==> src/hdl/v3a_pkg.sv <==
`timescale 1ns / 1ps
// v3a_pkg: shared types, codes and constants of the three-component vector unit.
// No dependencies; used by every module of the block.
package v3a_pkg;

	localparam int FRAC_BITS_DEF = 16;
	localparam int DATA_W        = 32;
	localparam int OP_W          = 4;
	localparam int MINLEN_W      = 17;
	localparam int APB_ADDR_W    = 3;
	localparam int APB_DATA_W    = 32;
	localparam int QUEUE_DEPTH   = 4;
	localparam int SQ_W          = 64;

	localparam logic [MINLEN_W-1:0] MINLEN_RST = 17'd1;

	// register index, taken from paddr[2]
	localparam logic REG_MIN_LENGTH = 1'b0;

	// opcodes
	localparam logic [OP_W-1:0] OP_ADD   = 4'd0;
	localparam logic [OP_W-1:0] OP_SUB   = 4'd1;
	localparam logic [OP_W-1:0] OP_MUL   = 4'd2;
	localparam logic [OP_W-1:0] OP_SCALE = 4'd3;
	localparam logic [OP_W-1:0] OP_DOT   = 4'd4;
	localparam logic [OP_W-1:0] OP_CROSS = 4'd5;
	localparam logic [OP_W-1:0] OP_LEN   = 4'd6;
	localparam logic [OP_W-1:0] OP_NORM  = 4'd7;
	localparam logic [OP_W-1:0] OP_RAY   = 4'd8;

	// operation class decided in the front end
	typedef enum logic [3:0] {
		CL_NONE,
		CL_ADD,
		CL_SUB,
		CL_MUL,
		CL_SCALE,
		CL_DOT,
		CL_CROSS,
		CL_LEN,
		CL_NORM,
		CL_RAY
	} op_class_t;

	// one queued word
	typedef struct packed {
		op_class_t                    cls;
		logic [2:0][DATA_W-1:0]       a;
		logic [2:0][DATA_W-1:0]       b;
		logic [DATA_W-1:0]            s;
	} item_t;

	// one result word
	typedef struct packed {
		logic [2:0][DATA_W-1:0]       r;
		logic [DATA_W-1:0]            sc;
		logic                         ovf;
	} res_t;

	// request into the root / divide unit
	typedef struct packed {
		logic                         start;
		logic                         norm;
		logic [SQ_W-1:0]              sq;
		logic [2:0][DATA_W-1:0]       a;
	} iter_req_t;

	// status of the root / divide unit
	typedef struct packed {
		logic                         idle;
		logic                         done;
	} iter_sts_t;

endpackage

==> src/hdl/v3a_front.sv <==
`timescale 1ns / 1ps
// v3a_front: input handshake, opcode classification and the word queue.
// Depends on v3a_pkg.
module v3a_front (
	input  logic                              clk,
	input  logic                              arst_n,
	input  logic                              item_valid,
	output logic                              item_ready,
	input  logic [v3a_pkg::OP_W-1:0]          opcode,
	input  logic signed [v3a_pkg::DATA_W-1:0] a_x,
	input  logic signed [v3a_pkg::DATA_W-1:0] a_y,
	input  logic signed [v3a_pkg::DATA_W-1:0] a_z,
	input  logic signed [v3a_pkg::DATA_W-1:0] b_x,
	input  logic signed [v3a_pkg::DATA_W-1:0] b_y,
	input  logic signed [v3a_pkg::DATA_W-1:0] b_z,
	input  logic signed [v3a_pkg::DATA_W-1:0] scale_value,
	output logic                              q_valid,
	input  logic                              q_ready,
	output v3a_pkg::item_t                    q_item
);

	localparam int PW = $clog2(v3a_pkg::QUEUE_DEPTH);

	logic [PW-1:0]   wr_ptr_q;
	logic [PW-1:0]   rd_ptr_q;
	logic [PW:0]     count_q;
	v3a_pkg::item_t  mem_q [v3a_pkg::QUEUE_DEPTH];
	v3a_pkg::item_t  new_item;
	logic            push;
	logic            pop;

	// classify the opcode
	always_comb begin
		case (opcode)
			v3a_pkg::OP_ADD:   new_item.cls = v3a_pkg::CL_ADD;
			v3a_pkg::OP_SUB:   new_item.cls = v3a_pkg::CL_SUB;
			v3a_pkg::OP_MUL:   new_item.cls = v3a_pkg::CL_MUL;
			v3a_pkg::OP_SCALE: new_item.cls = v3a_pkg::CL_SCALE;
			v3a_pkg::OP_DOT:   new_item.cls = v3a_pkg::CL_DOT;
			v3a_pkg::OP_CROSS: new_item.cls = v3a_pkg::CL_CROSS;
			v3a_pkg::OP_LEN:   new_item.cls = v3a_pkg::CL_LEN;
			v3a_pkg::OP_NORM:  new_item.cls = v3a_pkg::CL_NORM;
			v3a_pkg::OP_RAY:   new_item.cls = v3a_pkg::CL_RAY;
			default:           new_item.cls = v3a_pkg::CL_NONE;
		endcase
		new_item.a[0] = a_x;
		new_item.a[1] = a_y;
		new_item.a[2] = a_z;
		new_item.b[0] = b_x;
		new_item.b[1] = b_y;
		new_item.b[2] = b_z;
		new_item.s    = scale_value;
	end

	assign item_ready = (count_q != (PW+1)'(v3a_pkg::QUEUE_DEPTH));
	assign q_valid    = (count_q != '0);
	assign q_item     = mem_q[rd_ptr_q];
	assign push       = item_valid && item_ready;
	assign pop        = q_valid && q_ready;

	// queue storage
	always_ff @(posedge clk) begin
		if (push) begin
			mem_q[wr_ptr_q] <= new_item;
		end
	end

	// queue pointers
	always_ff @(posedge clk or negedge arst_n) begin
		if (!arst_n) begin
			wr_ptr_q <= '0;
			rd_ptr_q <= '0;
			count_q  <= '0;
		end else begin
			if (push) begin
				wr_ptr_q <= wr_ptr_q + PW'(1);
			end
			if (pop) begin
				rd_ptr_q <= rd_ptr_q + PW'(1);
			end
			count_q <= count_q + (PW+1)'(push) - (PW+1)'(pop);
		end
	end

endmodule

==> config.mk <==
export PLATFORM = sky130hd
export DESIGN_NAME = v3a_front
export DESIGN_NICKNAME = d
export VERILOG_FILES = /design/src/hdl/v3a_pkg.sv /design/src/hdl/v3a_front.sv
export SDC_FILE = /design/constraint.sdc
export NUM_CORES = 1
export LEC_CHECK = 0
export BUFFER_PORTS_ARGS = -buffer_cell sky130_fd_sc_hd__buf_2
export CORE_MARGIN = 5
export CORE_UTILIZATION = 61
export DETAILED_ROUTE_END_ITERATION = 6
export HOLD_SLACK_MARGIN = 0.06
export PLACE_DENSITY = 0.84
export SYNTH_ARGS = -nofsm -noshare
export SYNTH_HDL_FRONTEND = slang
export SYNTH_SLANG_ARGS = --single-unit
==> constraint.sdc <==
create_clock -name clk -period 12.75 [get_ports clk]
set_input_delay 2.55 -clock clk [delete_from_list [all_inputs] [get_ports clk]]
set_output_delay 2.55 -clock clk [all_outputs]
set_load 0.1 [all_outputs]
Yosys cells after proc, flatten, opt, wreduce, memory -nomap -nowiden
Memories as Yosys holds them, arrays and structs flattened.
Cells that the tools add are included.
Word-level totals
  register bits after elaboration: 7
  RAM bits: 912
  ROM bits: 64
  bits of input ports: 232
  output and inout port bits: 230
  logic and storage cells: 15
  memories: 2
Cells by class
  $add $sub $neg: 4
  eq/ne operators: 1
  muxes and demuxes: 2
  reduce and logical (&&, ||, !) cells: 3
Memories
  mem_q: words 4, bits a word 228, rd ports 1, clocked after Yosys merged registers in 0, wr ports 1, RTL line v3a_front.sv:27  | v3a_pkg::item_t mem_q [v3a_pkg::QUEUE_DEPTH];
  (name not given): words 16, bits a word 4, rd ports 1, clocked after Yosys merged registers in 0, wr ports 0, RTL line v3a_front.sv:34  | case (opcode)
Operators by type and width (number)
  adder 2 x 1 -> 2 bit, second input constant: 2
  adder 3 x 1 -> 3 bit: 1
  inequality test 3 bit, second input constant: 1
  nonzero test 3 bit: 1
  subtractor 3 x 1 -> 3 bit: 1
  logical AND 1 bit: 2
  two-way mux 1 bit: 2

Longest topological paths before layout
  depth after elaboration: 4
  mapped depth: 9
  depth with buffers taken out: 9

Least setup slack after synthesis
No wires, ideal clock.
  path kind: input-to-reg
  from: in item_valid
  to: mem mem_q[2][0] (netlist name), enable pin
  library setup time: 0.619 ns
  arrival: 7.801 ns
  data required time: 12.131 ns
  slack: 4.330 ns
  stages: 1
  path buffers: 0
  cell sequence: and3b_1
Between the ends
  longest elaborated chain between the ends: 3
RTL lines
  start, declared: RTL line v3a_front.sv:7  | input logic item_valid,
  logical AND 1 bit: RTL line v3a_front.sv:58  | assign push = item_valid && item_ready;
  two-way mux 1 bit: RTL line v3a_front.sv:63  | if (push) begin
  two-way mux 1 bit (implied by the code): RTL line v3a_front.sv:64  | mem_q[wr_ptr_q] <= new_item;
  end, declared: RTL line v3a_front.sv:27
No other way between the ends.

==> impl_metrics.toml <==
[outcome]
status = "finished clean"

[final_layout]
final_cell_mix = "edfxtp_1 (912), buf_2 (461), mux4_2 (228)"
area_delta_synth_final_pct = 17.2
nets = 2005
final_common_cell = "edfxtp_1"
drive_above_1_share_pct = 45.9

[place]
hpwlAfterDp_mm = 42.4
port_buffers = 461
gp_congestion = 0.785

[worst_setup_path]
arrival_ps = 4180
timing.rr.start = "count_q[2]$_DFF_PN0_"
crit_fanout = 50
worstPathRequired_ps = 10200
critPathMostFrequentCell = "buf_4"
critPathTopFamily = "buffers and inverters"
timing.critical_path.buf_inv = 3
path_cells = "buf_4 > buf_4 > mux4_2 > buf_2"
cp_slowest_cell = "dfrtp_4"
setup.worst_path.start = "rd_ptr_q[0]$_DFFE_PN0P_"
worstSetupStartpointType = "flip-flop"
reg2reg_slack_ps = 9000
slowest_delay_ps = 930
worst-setup-path-type = "flip-flop to output pin"
end_kind = "output pin"

[global_route]
antenna_found_initial = 30
grt_pass1_wl_mm = 107
grt_usage_pct = 24.4
grt_max_degree = 115
grt-ovfl-total = 0
grt_pass1_vias = 16409

[floorplan]
fp.coreArea_sq_um = 54800
ios = 462
start_util_pct = 61.3
die_w_microns = 245
fp.dieH_microns = 245
die-area_sq_um = 59800
rows = 86

[synthesis]
syn-instance-count = 1245
synth_fp_nets = 1487
ys_warn_count = 0
syn_area_per_cell_sq_um = 27.0
ys_types = 26
synth-seq-cells = 919
synth_area_sq_um = 33600
seq_area_frac_synth_pct = 82.1

[min_path]
worstHoldPathType = "flip-flop to flip-flop"
hp-start = "count_q[1]$_DFF_PN0_"

[run]
maxCapViolations = 0

[cts]
numCtsBuffers = 88
cts.repair.resized = 0
clock_sinks = 919
cts_tree = "done"
cts.path.max_buffers = 3
cts-htree-levels = 3
clock_latency_ps = 630
cts_hold_buf = 0
cts-root-buf = "clkbuf_16"
cts_setup_buffers = 0
cts.clk_slew.worst_paths_ps = 60

[timing]
worstMarginPinSlew_ps = 1090
setup_viol = 0
slew_headroom_pct = 27.1
rsz0062_at_grt = "no"
drv_slew = 0
tns_ps = 0
fmax_mhz = 149
fin_skew_ps = 28.5
period_minus_slack_ps = 6730
finalHoldViolations = 0
period_share_pct = 52.8

[detailed_routing]
post_drt_wl_per_cell_microns = 28.5
drcViolationCount = 0
vias_per_cell = 6.07
firstDrtPassIters = 5
drt_iter0_drc = 1418
detailroute.via_count = 15514
postRouteAntennaNets = 0
routed_wl_mm = 72.8
registers in the layout, indices dropped and copies added (netlist names):
register	count
mem_q	912
wr_ptr_q	2
count_q	3
rd_ptr_q	2
layout make-up:
type | instances | area [sq um]
antenna | 17 | 42.5
clock buffer | 112 | 2410
clock inverter | 48 | 472
fill | 3020 | 15400
inverter | 8 | 30.0
multi-input combinational | 267 | 5500
sequential | 919 | 27600
tap | 704 | 881
timing repair buffer | 479 | 2450
metrics by stage:
step | hold slack (ps) | cell area [sq um] | util, % | setup WS (ps) | cells
after global placement | 569 | 36400 | 66.5 | 6640 | 2377
after detailed placement | 601 | 36400 | 66.5 | 6560 | 2377
after CTS | 626 | 39300 | 71.8 | 5850 | 2537
after floorplan | 543 | 33600 | - | 4330 | 1245
final | 629 | 39400 | 71.8 | 6020 | 2554
after global routing | 667 | 39300 | 71.8 | 5610 | 2549
synth_stat cells:
cell	n	share of area (%)
edfxtp_1	912	82
nand2b_1	6	0.11
nand4bb_1	2	0.067
buf_2	24	0.36
o311ai_0	1	0.026
inv_1	8	0.089
o21ai_0	2	0.030
or3_1	1	0.019
o211ai_1	2	0.045
buf_6	11	0.37
clkbuf_1	3	0.034
buf_4	1	0.022
nand2_1	2	0.022
fa_1	1	0.060
o31a_1	1	0.026
nor2b_1	1	0.019
nor3b_1	1	0.022
mux4_2	228	15
xor2_1	1	0.026
and3b_1	4	0.10
dfrtp_1	7	0.52
a21oi_1	1	0.015
xnor2_1	3	0.078
ha_1	9	0.34
buf_12	12	0.72
nand3b_1	1	0.022
cells by family (layout without fill, tap and decap cells):
logic type | after synthesis | in the layout | synth area share (%)
flip-flops | 919 | 919 | 82.1
buffers and inverters | 59 | 647 | 1.59
multiplexers | 228 | 228 | 15.3
AO/OA/AOI/OAI | 7 | 7 | 0.142
adder cells (fa/ha/maj) | 10 | 10 | 0.395
other | 0 | 17 | 0
XOR/XNOR | 4 | 4 | 0.104
AND/OR/NAND/NOR | 18 | 18 | 0.388
worst paths after layout:
kind | end | depth (start not counted)
setup / recovery | q_item[84] | 4
hold / removal | count_q[2]$_DFF_PN0_ | 1
setup reg to reg | mem_q[3][111]$_DFFE_PP_ | 4
hold reg to reg | count_q[2]$_DFF_PN0_ | 1
max in group asynchronous | rd_ptr_q[1]$_DFFE_PN0P_ | 1
min in group asynchronous | rd_ptr_q[0]$_DFFE_PN0P_ | 1
metal layers:
metal	vias up	GRT usage, %	routed length, microns
li1	6488	-	-
met1	8067	31.0	25000
met2	793	40.3	37900
met3	138	8.48	7640
met4	28	8.23	2030
met5	-	0	180
Power is left out: the tool's default activity adds up to more than one toggle a clock period on the data nets, which glitch-free logic cannot reach.
